[src/hdl/heq_pkg.sv]
`default_nettype none

package heq_pkg;

	typedef enum logic [1:0] {
		CMD_CLEAR  = 2'd0,
		CMD_COUNT  = 2'd1,
		CMD_FINISH = 2'd2,
		CMD_MAP    = 2'd3
	} cmd_t;

	localparam int QUEUE_DEPTH = 4;
	localparam int QPTR_BITS   = $clog2(QUEUE_DEPTH);

	localparam logic [7:0] MAX_VALUE_RESET = 8'd255;

endpackage

`default_nettype wire

[src/hdl/heq_front.sv]
`default_nettype none

module heq_front #(
	parameter int PIXEL_BITS = 8
) (
	input  wire                   clk,
	input  wire                   arst_n,
	input  wire                   in_valid,
	output logic                  in_ready,
	input  wire [1:0]             command,
	input  wire [7:0]             pixel,
	input  wire [7:0]             lim,
	input  wire                   sweeping,
	output logic                  q_valid,
	output heq_pkg::cmd_t         q_cmd,
	output logic [PIXEL_BITS-1:0] q_pix,
	input  wire                   q_pop
);

	import heq_pkg::*;

	localparam int IW = (PIXEL_BITS > 8) ? PIXEL_BITS : 8;

	cmd_t                  cmd_q [QUEUE_DEPTH];
	logic [PIXEL_BITS-1:0] pix_q [QUEUE_DEPTH];
	logic [QPTR_BITS-1:0]  wr_q;
	logic [QPTR_BITS-1:0]  rd_q;
	logic [QPTR_BITS:0]    cnt_q;

	logic [7:0]            pix_clamped;
	logic [IW-1:0]         pix_wide;
	logic                  push;

	assign pix_clamped = (pixel > lim) ? lim : pixel;
	assign pix_wide    = IW'(pix_clamped);

	assign in_ready = (cnt_q != (QPTR_BITS+1)'(QUEUE_DEPTH)) && !sweeping;
	assign push     = in_valid && in_ready;
	assign q_valid  = (cnt_q != '0);
	assign q_cmd    = cmd_q[rd_q];
	assign q_pix    = pix_q[rd_q];

	always_ff @(posedge clk) begin
		if (push) begin
			cmd_q[wr_q] <= cmd_t'(command);
			pix_q[wr_q] <= pix_wide[PIXEL_BITS-1:0];
		end
	end

	always_ff @(posedge clk or negedge arst_n) begin
		if (!arst_n) begin
			wr_q  <= '0;
			rd_q  <= '0;
			cnt_q <= '0;
		end else begin
			if (push) begin
				wr_q <= wr_q + 1'b1;
			end
			if (q_pop) begin
				rd_q <= rd_q + 1'b1;
			end
			cnt_q <= cnt_q + (QPTR_BITS+1)'(push) - (QPTR_BITS+1)'(q_pop);
		end
	end

`ifndef SYNTHESIS
	a_pop_nonempty: assert property (@(posedge clk) disable iff (!arst_n)
		q_pop |-> q_valid)
		else $error("queue popped while empty");
`endif

endmodule

`default_nettype wire

[config.mk]
export PLATFORM = sky130hd
export DESIGN_NAME = heq_front
export DESIGN_NICKNAME = d
export VERILOG_FILES = /design/src/hdl/heq_pkg.sv /design/src/hdl/heq_front.sv
export SDC_FILE = /design/constraint.sdc
export NUM_CORES = 1
export LEC_CHECK = 0
export BUFFER_PORTS_ARGS = -buffer_cell sky130_fd_sc_hd__clkbuf_2
export CORE_MARGIN = 5
export CORE_UTILIZATION = 35
export DETAILED_ROUTE_END_ITERATION = 7
export SLEW_MARGIN = 0
export SYNTH_ARGS = -nofsm -noshare
export SYNTH_HDL_FRONTEND = slang
export SYNTH_SLANG_ARGS = --single-unit
export TNS_END_PERCENT = 10
[constraint.sdc]
create_clock -name clk -period 2.25 [get_ports clk]
set_input_delay 0 -clock clk [delete_from_list [all_inputs] [get_ports clk]]
set_output_delay 0 -clock clk [all_outputs]
set_load 0.05 [all_outputs]
## After elaboration in Yosys (flattened, before gate mapping)

Memories as Yosys holds them, arrays and structs flattened.
Cells that the tools add are included.

- $add $sub $neg: 4
- Magnitude comparators: 1
- Equality and inequality tests: 1
- Muxes and demuxes: 3
- Reduce and logical (&&, ||, !) cells: 4

Operators with widths:

| cell | count |
|---|---|
| $gt A8 B8 Y1 | 1 |
| $mux W8 | 1 |
| $add A2 B1 Y2 const B | 2 |
| $add A3 B1 Y3 | 1 |
| $ne A3 B3 Y1 const B | 1 |
| $reduce_bool A3 Y1 | 1 |
| $sub A3 B1 Y3 | 1 |
| $logic_and A1 B1 Y1 | 2 |
| $mux W1 | 2 |
| $logic_not A1 Y1 | 1 |

- Bits in registers: 7
- RAM bits: 40
- Bits of input ports: 23
- Output and inout port bits: 12
- Logic and storage cells: 18
- Memories: 2

Memory list:

| name | depth | bits a word | read ports | clocked after Yosys merged registers in | write ports | RTL line | source |
|---|---|---|---|---|---|---|---|
| pix_q | 4 | 8 | 1 | 0 | 1 | heq_front.sv:25 | `logic [PIXEL_BITS-1:0] pix_q [QUEUE_DEPTH];` |
| cmd_q | 4 | 2 | 1 | 0 | 1 | heq_front.sv:24 | `cmd_t cmd_q [QUEUE_DEPTH];` |

## Longest topological paths before layout

Gate-level depths: netlist (run 1).

- Depth after elaboration: 5
- Mapped depth: 10
- Depth with buffers taken out: 10

## Worst setup path after synthesis (run 1)

Ideal clock, no wire load.

- Path kind: reg2reg
- Start: register cnt_q[1]
- End: register cnt_q[2]
- Setup time: 0.080 ns
- Arrival time: 2.778 ns
- Required time: 2.170 ns
- Path slack: -0.608 ns
- Stages on the path, launching flop included: 11
- Buffers on the path: 0
- Period minus slack after synthesis: 2.858 ns
- Cell sequence: dfrtp_1 -> nor2_1 -> a21oi_1 -> and2_1 -> inv_1 -> ha_1 -> inv_1 -> ha_1 -> fa_1 -> xnor2_1 -> xnor2_1

- Longest elaborated chain between the ends: 5

Ends and longest elaborated chain:

| item | RTL line | source |
|---|---|---|
| from (decl) | heq_front.sv:28 | `logic [QPTR_BITS:0] cnt_q;` |
| from (signal assigned) | heq_front.sv:62 | `cnt_q <= cnt_q + (QPTR_BITS+1)'(push) - (QPTR_BITS+1)'(q_pop);` |
| $ne A3 B3 Y1 | heq_front.sv:37 | `assign in_ready = (cnt_q != (QPTR_BITS+1)'(QUEUE_DEPTH)) && !sweeping;` |
| $logic_and A1 B1 Y1 | heq_front.sv:37 |  |
| net in_ready | heq_front.sv:9 | `output logic in_ready,` |
| $logic_and A1 B1 Y1 | heq_front.sv:38 | `assign push = in_valid && in_ready;` |
| $add A3 B1 Y3 | heq_front.sv:62 |  |
| $sub A3 B1 Y3 | heq_front.sv:62 |  |

The timed path passes the listed nets, and every way through them passes these cells.
A chain may end at the register's enable or synchronous reset.

## Final worst setup path (run 1)

- Start: register cnt_q[2]
- End: register cnt_q[2]

- Longest elaborated chain between the ends: 5

Ends and longest elaborated chain:

| item | RTL line |
|---|---|
| $ne A3 B3 Y1 | heq_front.sv:37 |
| $logic_and A1 B1 Y1 | heq_front.sv:37 |
| $logic_and A1 B1 Y1 | heq_front.sv:38 |
| $add A3 B1 Y3 (*) | heq_front.sv:62 |
| $sub A3 B1 Y3 (*) | heq_front.sv:62 |

Every way passes the cells marked *; elsewhere a longest branch is shown, timed or not.

==> metrics.md, run 1 <==
| Metric | Value |
|---|---|
| Pre-Repair DR Iteration Count | `4` |
| RSZ-0062 raised after global routing | `false` |
| Worst R2R Path Depth | `9` |
| Starting density of the core | `between 30% and 40%` |
| Total GRT Usage | `around 10%` |
| TritonCTS buffer count | `5` |
| Req. time, crit path | `2470 ps` |
| CP peak stage delay | `roughly 430 ps` |
| CP Class | `flop to flop` |
| GRT overflow | `0` |
| CTS clk-pin slew, worst paths | `roughly 80 ps` |
| CTS resizes | `0` |
| WL/cell | `15.5 um` |
| Arr. time, crit path | `about 2400 ps` |
| Fin nets | `between 200 and 250` |
| Final WL | `about 3800 um` |
| Syn avg cell area | `17.4 um2` |
| Port Buffers | `34` |
| Sequential area share after synthesis | `between 60 and 70%` |
| Area of the mapped netlist | `0.00214 mm2` |
| Initial antenna violation count | `0` |
| Post-synth top flop | `edfxtp_1` |
| Period utilisation layout | `about 95%` |
| Slew headroom | `between 60% and 70%` |
| Worst vdd ir | `between 0.5 and 0.6 mV` |
| Netlist cell types | `23` |
| Antenna viol nets, final | `0` |
| Die ar. | `around 0.0078 mm2` |
| Area leader, netlist | `edfxtp_1` |
| Min-delay worst type | `primary input to asynchronous set/reset pin` |
| Min Tclk post-route | `~2100 ps` |
| FF-to-FF setup slack | `about 120 ps` |
| Die height | `roughly 90 um` |
| Reg-to-Reg End | `cnt_q[2]$_DFF_PN0_` |
| Post-CTS Setup Bufs | `0` |
| Design Area, Final | `between 0.002 and 0.003 mm2` |
| Total negative setup slack | `0 ps` |
| Post-layout util | `43.3%` |
| P_leak | `0.00101 uW` |
| Critical Path End Type | `flop` |
| Max Cap Violations | `0` |
| Share of cells above drive strength 1 | `roughly two fifths` |
| Setup violation total in the final timing report | `0` |
| Die width | `88.2 um` |
| PwrDens | `1170 mW/mm2` |
| Outcome | `finished, final reports clean` |
| Site Rows | `28` |
| Most instantiated cells after synthesis | `40 x edfxtp_1, 14 x ha_1, 14 x inv_1, 10 x mux4_2, 8 x mux2_2` |
| Core ar. | `0.00592 mm2` |
| 1st-iter DRT viols | `between 40 and 50` |
| Syn nets | `161` |
| Clock Sinks | `47` |
| FF-to-FF Start | `cnt_q[2]$_DFF_PN0_` |
| Critical-path top delay cell | `dfrtp_1` |
| CP Launch Type | `flop` |
| Antenna Cells | `0` |
| Synth top area cells | `edfxtp_1 56%, mux4_2 11%, dfrtp_1 8.2%, ha_1 8.2%, mux2_2 4.2%` |
| DRC | `0` |
| Max Fclk | `approximately 470 MHz` |
| Warnings, synthesis | `0` |
| IO Count | `35` |
| Share of Yosys cell area claimed by the top area cell type | `between 50% and 60%` |
| Gp weighted congestion | `around 0.66` |
| Skew final | `10.2 ps` |
| # hold bufs at CTS | `4` |
| Clock root cell | `clkbuf_8` |
| Worst Path Max Fanout | `6` |
| Fin. max-slew vios | `0` |
| EDFF count, synth | `40` |
| Post-Place Cell Area | `around 0.0024 mm2` |
| CTS tree | `done` |
| First-pass GRT wire length | `~6000 um` |
| CP Cell Sequence | `a21oi_4 -> and2_4 -> inv_1 -> ha_1 -> inv_1 -> ha_1 -> fa_2 -> xnor2_1 -> xnor2_1` |
| Vias per std cell | `4.81` |
| Count leader, synth | `edfxtp_1` |
| Synth Instances | `roughly 120` |
| Asr flop ratio synth | `between 10% and 20%` |
| H-tree depth | `2` |
| DR vias | `1,170` |
| Fin. Hold Viols | `0` |
| Slew @ Worst Pin | `around 560 ps` |
| Area Growth Syn to Fin | `19.9%` |
| Seq cells post-synth | `47` |
| Vias in the first global route | `between 1,000 and 1,500` |
| Clk_lat worst skew | `290 ps` |
| Clk buf depth | `2` |
| Largest net degree at the start of global routing | `16` |
| Hpwl dp | `roughly 2800 um` |
stage by stage:
step                      instances  hold slack [ps]  setup WS (ps)  power, uW
after global routing            243             71.0           23.8       3160
after detailed placement        231             -148            159       2450
after floorplan                 123             -296          -5.07       2170
final                           243             69.6            120       3000
after CTS                       243             72.4            124       3050
after global placement          231             -157            239       2410
worst max path at each step:
stage	cells past startpoint	start	slack, ps	to
after floorplan	9	cnt_q[2]$_DFF_PN0_	-5	cnt_q[2]$_DFF_PN0_
after global placement	9	cnt_q[2]$_DFF_PN0_	240	cnt_q[2]$_DFF_PN0_
after detailed placement	9	cnt_q[2]$_DFF_PN0_	160	cnt_q[2]$_DFF_PN0_
after CTS	9	cnt_q[2]$_DFF_PN0_	120	cnt_q[2]$_DFF_PN0_
after global routing	10	cnt_q[1]$_DFF_PN0_	20	cnt_q[2]$_DFF_PN0_
final	9	cnt_q[2]$_DFF_PN0_	120	cnt_q[2]$_DFF_PN0_
power by group:
| group | total, uW | internal (uW) | leakage, uW | switching (uW) |
|---|---|---|---|---|
| sequential | 1210 | 1110 | 0.000445 | 103 |
| combinational | 1190 | 417 | 0.000513 | 775 |
| clock | 593 | 331 | 0.0000514 | 262 |
cells in the final DEF (no fill, tap or decap), types with 5 or more instances in the layout:
master | Yosys | routed
mux4_2 | 10 | 10
dfrtp_1 | 7 | 7
edfxtp_1 | 40 | 40
clkbuf_2 | 0 | 34
mux2_2 | 8 | 8
ha_1 | 14 | 14
clkbuf_8 | 0 | 5
inv_1 | 14 | 14
worst max-delay path, delay by kind of cell (launching register included):
family / cells / cell delay [ps]
and+or+nand+nor: 1 / 190
adders and majority gates: 3 / 820
DFF: 1 / 430
AOI/OAI and AO/OA: 1 / 210
buffers and inverters: 2 / 100
xor gates and xnor gates: 2 / 300
layer usage:
metal	wire length (um)	up-vias	global-route usage, %	part of all wire, %
met5	0	-	0	0
met4	12	0	2.06	0.32
li1	-	557	-	-
met3	153	2	3.48	4.1
met2	2160	24	19.6	57
met1	1430	587	11.3	38
cell families after synthesis:
group,share of synthesized area (%)
XOR/XNOR,2.05
multiplexers,14.7
AO/OA/AOI/OAI,3.34
buffers and inverters,3.04
flip-flops,64.4
adder cells (fa/ha/maj),9.13
AND/OR/NAND/NOR,3.34
area by class of cell:
class	count	area [um2]
Sequential cell	47	1380
Fill cell	518	3360
Clock buffer	6	72.6
Multi-Input combinational cell	60	713
Inverter	14	52.6
Clock inverter	2	37.5
Timing Repair Buffer	39	218
Tap cell	75	93.8
flip-flops by register name, summed over array words and instances (netlist names):
name   cells
cmd_q      8
cnt_q      3
pix_q     32
rd_q       2
wr_q       2
Note: power is estimated with default switching activity, not from simulation.
==> run 2: changes to the inputs <==
- SETUP_SLACK_MARGIN: default -> 0.4
- clock period: 2.25 -> 2 ns (I/O delays scaled with it)
==> metrics.md, run 2 (synthesis gave the netlist of run 1 again) <==
| Metric | Value |
|---|---|
| Design Area, Final | `roughly 0.0027 mm2` |
| Fin. max-slew vios | `0` |
| Max Fclk | `about 510 MHz` |
| Final WL | `around 3800 um` |
| Clock Sinks | `47` |
| Critical Path End Type | `flop` |
| Min Tclk post-route | `approximately 2000 ps` |
| Largest reg by FF count | `pix_q` |
| Slew headroom | `between 60% and 70%` |
| Outcome | `finished, final reports clean` |
| TritonCTS buffer count | `5` |
| Core ar. | `0.00592 mm2` |
| CP Cell Sequence | `a21oi_4 -> and2_4 -> inv_2 -> ha_4 -> inv_2 -> ha_4 -> fa_2 -> xnor2_2 -> xnor2_1` |
| DR vias | `1,154` |
| Req. time, crit path | `~2200 ps` |
| Share of cells above drive strength 1 | `between 40% and 50%` |
| Commonest non-fill, non-tap cell in the layout | `edfxtp_1` |
| Clock root cell | `clkbuf_8` |
| Worst Path Max Fanout | `2` |
| Die width | `a little under 90 um` |
| Vias in the first global route | `1,263` |
| Starting density of the core | `around 36%` |
| Total negative setup slack | `0 ps` |
| GRT overflow | `0` |
| Footprint of the multi-input gates | `roughly 750 um2` |
| CP peak stage delay | `roughly 430 ps` |
| 1st-iter DRT viols | `45` |
| Setup violation total in the final timing report | `0` |
| Filler cells | `517` |
| Post-Place Cell Area | `0.00247 mm2` |
| Max Cap Violations | `0` |
| Commonest cells after routing, fill and taps aside | `40 x edfxtp_1, 34 x clkbuf_2, 12 x inv_1, 12 x ha_1` |
| Site Rows | `28` |
| WL/cell | `approximately 15 um` |
| Slew @ Worst Pin | `about 530 ps` |
| P_leak | `roughly 0.0011 uW` |
| Largest registers | `pix_q x32, cmd_q x8, cnt_q x3` |
| Critical-path top delay cell | `dfrtp_2` |
| Arr. time, crit path | `between 2000 and 2500 ps` |
| RSZ-0062 raised after global routing | `true` |
| Worst vdd ir | `a little under 0.8 mV` |
| Hpwl dp | `a little under 3000 um` |
| First-pass GRT wire length | `a little over 6000 um` |
| PwrDens | `about 1400 mW/mm2` |
| Gp weighted congestion | `between 0.6 and 0.7` |
| Placed Cells | `around 240` |
| Largest register FFs | `32` |
| Final Worst Setup Slack | `between 30 and 40 ps` |
| Fin. Hold Viols | `0` |
| DRC | `0` |
| Clk buf depth | `2` |
| Total GRT Usage | `~11%` |
| Area Growth Syn to Fin | `25.8%` |
| Antenna Cells | `0` |
| Initial antenna violation count | `0` |
| Vias per std cell | `approximately 4.6` |
| Largest net degree at the start of global routing | `15` |
| Min-delay worst type | `primary input to flop` |
| Final Non-Filler Cells | `between 200 and 300` |
| CTS tree | `done` |
| Skew final | `7.47 ps` |
| Clk_lat worst skew | `between 200 and 300 ps` |
| Die height | `88.2 um` |
| Die ar. | `slightly below 0.008 mm2` |
| Storage element area | `roughly 0.0014 mm2` |
| Worst slack at placement | `-9.71 ps` |
| Port Buffers | `34` |
| CP Launch Type | `flop` |
| Fin nets | `214` |
| IO Count | `35` |
| Hold_ws | `between 20 and 30 ps` |
| Pre-Repair DR Iteration Count | `4` |
| Period utilisation layout | `98.3%` |
| Antenna viol nets, final | `0` |
| H-tree depth | `2` |
| CP Class | `flop to flop` |
| CTS clk-pin slew, worst paths | `around 80 ps` |
==> run 2: changes by cell type in the layout (fill, tap and decap cells not counted) <==
cell        previous run  this run
dfrtp_2                0         1
buf_4                  1        10
bufinv_16              1         2
inv_2                  0         2
nor2_2                 0         1
dfrtp_1                7         6
xnor2_2                0         1
ha_1                  14        12
ha_4                   0         2
inv_1                 14        12
clkinvlp_4             1         0
nor2_1                 1         0
xnor2_1                4         3
==> run 2: metrics by stage <==
stage          power (uW)  utilization, %
6_report             3660            45.4
4_1_cts              3670            45.0
3_5_place_dp         2810            41.8
2_1_floorplan        2450               -
3_3_place_gp         2760            41.8
5_1_grt              3860            45.4
==> run 2: where the power goes <==
part,total [uW],leakage [uW],switching (uW),internal (uW)
Combinational,1470,0.000564,900,572
Sequential,1380,0.000444,134,1250
Clock,802,0.0000654,303,499
==> run 2: path summary, 6_finish.rpt <==
kind                                         start                   to  slack [ps]  depth (start not counted)
worst max-delay path            cnt_q[2]$_DFF_PN0_   cnt_q[2]$_DFF_PN0_          30                          9
min in group asynchronous                   arst_n   cnt_q[1]$_DFF_PN0_          70                          2
worst max register to register  cnt_q[2]$_DFF_PN0_   cnt_q[2]$_DFF_PN0_          30                          9
worst min register to register  cnt_q[1]$_DFF_PN0_   cnt_q[2]$_DFF_PN0_         650                          2
max in group asynchronous                   arst_n   cnt_q[2]$_DFF_PN0_        1740                          2
worst min-delay path                         q_pop  rd_q[1]$_DFFE_PN0P_          30                          3
==> run 2: timing repair <==
action	CTS	global route
setup buffers	1	2
hold endpoints to repair	16	0
hold buffers	4	0
pin swaps	0	1
gates resized for setup	2	2
endpoints found under the setup margin	12	16
==> run 2: critical path, delay by kind of cell, from the launching register on <==
kind | cells | cell delay (ps)
buffers and inverters | 2 | 70
xor gates and xnor gates | 2 | 280
and+or+nand+nor | 1 | 160
DFF | 1 | 430
AOI/OAI and AO/OA | 1 | 150
adders and majority gates | 3 | 760
==> run 2: area by class of cell <==
cell class              instances  area share (%)
clock buffers                   6            2.70
clock inverters                 2            2.23
inverters                      14            1.95
multi-input cells              60            27.8
flip-flops and latches         47            51.2
well taps                      75            3.49
repair buffers                 48            10.6
==> run 2: layer usage <==
metal	part of all wire, %	GRT usage [%]	vias to the layer above
li1	-	-	572
met1	39	12.0	560
met2	56	19.9	20
met3	4.8	3.95	2
met4	0.29	2.34	0
met5	0	0	-
==> run 3: changes to the inputs <==
- CORE_UTILIZATION: 35 -> 52
- PLACE_DENSITY: default -> 0.74
==> metrics.md, run 3 (synthesis gave the netlist of run 1 again) <==
| Metric | Value |
|---|---|
| Req. time, crit path | `2180 ps` |
| Port Buffers | `34` |
| Arr. time, crit path | `about 2100 ps` |
| P_leak | `0.00106 uW` |
| Busiest grt layer | `met2` |
| H-tree depth | `2` |
| RSZ-0062 raised after global routing | `true` |
| Antenna Cells | `0` |
| Logic pwr share | `between 40% and 50%` |
| Skew final | `about 4.3 ps` |
| CTS tree | `done` |
| Starting density of the core | `a little over half` |
| 1st-iter DRT viols | `35` |
| TritonCTS buffer count | `5` |
| Sw Share | `37.7%` |
| M3 GR Usage | `~5.0%` |
| CTS clk-pin slew, worst paths | `80 ps` |
| Total GRT Usage | `roughly 15%` |
| Reg-to-Reg End | `cnt_q[2]$_DFF_PN0_` |
| DRC | `0` |
| Outcome | `finished, final reports clean` |
| Filler cells | `between 200 and 300` |
| GR Util met2 | `between 20% and 30%` |
| Commonest cells after routing, fill and taps aside | `40 x edfxtp_1, 24 x clkbuf_2, 12 x inv_1, 12 x ha_1` |
| DR vias | `between 1,000 and 1,500` |
| IO Count | `35` |
| Hpwl dp | `approximately 2600 um` |
| Area Growth Syn to Fin | `24.8%` |
| Post-Place Cell Area | `0.00242 mm2` |
| Footprint of the multi-input gates | `around 750 um2` |
| Hold_ws | `just under 80 ps` |
| Die width | `about 74 um` |
| Die ar. | `between 0.005 and 0.006 mm2` |
| Max Fclk | `between 500 and 600 MHz` |
| Clock Sinks | `between 40 and 50` |
| Post-layout util | `between 60% and 70%` |
| CP Launch Type | `flop` |
| First-pass GRT wire length | `between 5000 and 6000 um` |
| Critical path origin | `cnt_q[1]$_DFF_PN0_` |
| Core ar. | `0.00400 mm2` |
| Clock share of power | `between 10% and 20%` |
| Commonest non-fill, non-tap cell in the layout | `edfxtp_1` |
| Slew headroom | `a little over three fifths` |
| Final WL | `3600 um` |
| PwrDens | `about 1300 mW/mm2` |
| Largest registers | `pix_q x32, cmd_q x8, cnt_q x3` |
| Worst slack at placement | `between 30 and 40 ps` |
| Fin. max-slew vios | `0` |
| FF-to-FF Start | `cnt_q[1]$_DFF_PN0_` |
| Storage element area | `0.00138 mm2` |
| Site Rows | `23` |
| Global Route met1 Usage | `between 15 and 20%` |
| Vias per std cell | `~5.3` |
| Max Cap Violations | `0` |
| Pre-Repair DR Iteration Count | `4` |
| Sequential Power Share | `between 30% and 40%` |
| P_sw | `about 1300 uW` |
| Critical Path End Type | `flop` |
| Vias in the first global route | `roughly 1,300` |
| Share of cells above drive strength 1 | `~45%` |
| Design Area, Final | `around 0.0027 mm2` |
| Initial antenna violation count | `0` |
| Clk buf depth | `2` |
| Gp weighted congestion | `~0.77` |
| Worst R2R Path Depth | `10` |
| Setup violation total in the final timing report | `0` |
| FF-to-FF setup slack | `~65 ps` |
| Clk_lat worst skew | `~290 ps` |
| WL/cell | `~16 um` |
| Total negative setup slack | `0 ps` |
| Worst Path Max Fanout | `3` |
| P_int | `around 2200 uW` |
| Largest register FFs | `32` |
| Fin nets | `212` |
| Fin. Hold Viols | `0` |
| Min Tclk post-route | `between 1500 and 2000 ps` |
| Period utilisation layout | `a little over nine tenths` |
| GRT overflow | `0` |
| Die height | `74.1 um` |
| CP Class | `flop to flop` |
| Clock root cell | `clkbuf_8` |
| Final Worst Setup Slack | `around 65 ps` |
| Slew @ Worst Pin | `559 ps` |
| Min-delay worst type | `primary input to asynchronous set/reset pin` |
| Worst vdd ir | `roughly 0.73 mV` |
| Largest net degree at the start of global routing | `15` |
| Largest reg by FF count | `pix_q` |
| Antenna viol nets, final | `0` |
[run 3: cell count changes in the layout (fill, tap and decap cells not counted), sizes merged]
cell    previous run  this run
clkbuf            40        30
buf               10        18
bufinv             2         0
clkinv             0         2
[run 3: worst max-delay path by stage]
stage	cells past startpoint	slack [ps]	endpoint
floorplan	9	-230	cnt_q[2]$_DFF_PN0_
global placement	9	80	cnt_q[2]$_DFF_PN0_
detailed placement	9	40	cnt_q[2]$_DFF_PN0_
CTS	10	50	cnt_q[2]$_DFF_PN0_
global route	10	-8	cnt_q[2]$_DFF_PN0_
finish	10	70	cnt_q[2]$_DFF_PN0_
[run 3: what timing repair did]
action | CTS | global route
setup endpoints to repair | 22 | 32
endpoints found under the hold margin | 16 | 0
pin swaps | 1 | 0
buffers inserted | 3 | 1
hold buffers | 4 | 0
gates cloned | 0 | 0
resized for setup | 3 | 43
[run 3: routing by layer]
metal  part of all wire [%]  wire length (um)  vias to the layer above
met4                    1.1                38                        0
li1                       -                 -                      571
met5                      0                 0                        -
met2                     56              2000                       15
met1                     40              1440                      597
met3                    3.2               115                        4
[run 3: area by class of cell]
type | instances | share of cell area (%)
Clock buffer | 6 | 2.72
Tap cell | 50 | 2.35
Sequential cell | 47 | 51.6
Timing Repair Buffer | 46 | 12.8
Clock inverter | 2 | 0.469
Multi-Input combinational cell | 60 | 28.0
Inverter | 14 | 1.97
[run 3: metrics by stage]
stage                     std cells  total power [uW]
after floorplan                 123              2450
after global placement          209              2710
after detailed placement        209              2760
after CTS                       224              3370
after global routing            225              3720
final                           225              3540
[run 3: power groups by stage]
stage | registers (uW) | clock network (uW) | logic (uW)
2_1_floorplan | 1330 | 0 | 1110
3_3_place_gp | 1370 | 0 | 1340
3_5_place_dp | 1380 | 0 | 1370
4_1_cts | 1360 | 550 | 1460
5_1_grt | 1390 | 590 | 1750
6_report | 1370 | 534 | 1640
[run 3: critical path, cell delays in order (launching register included)]
cell and delay (ps):
dfrtp_1 380, nor2_2 70, a21oi_4 120, and2_4 160, inv_2 40, ha_4 250, inv_2 40, ha_4 140
fa_2 350, xnor2_2 140, xnor2_1 130
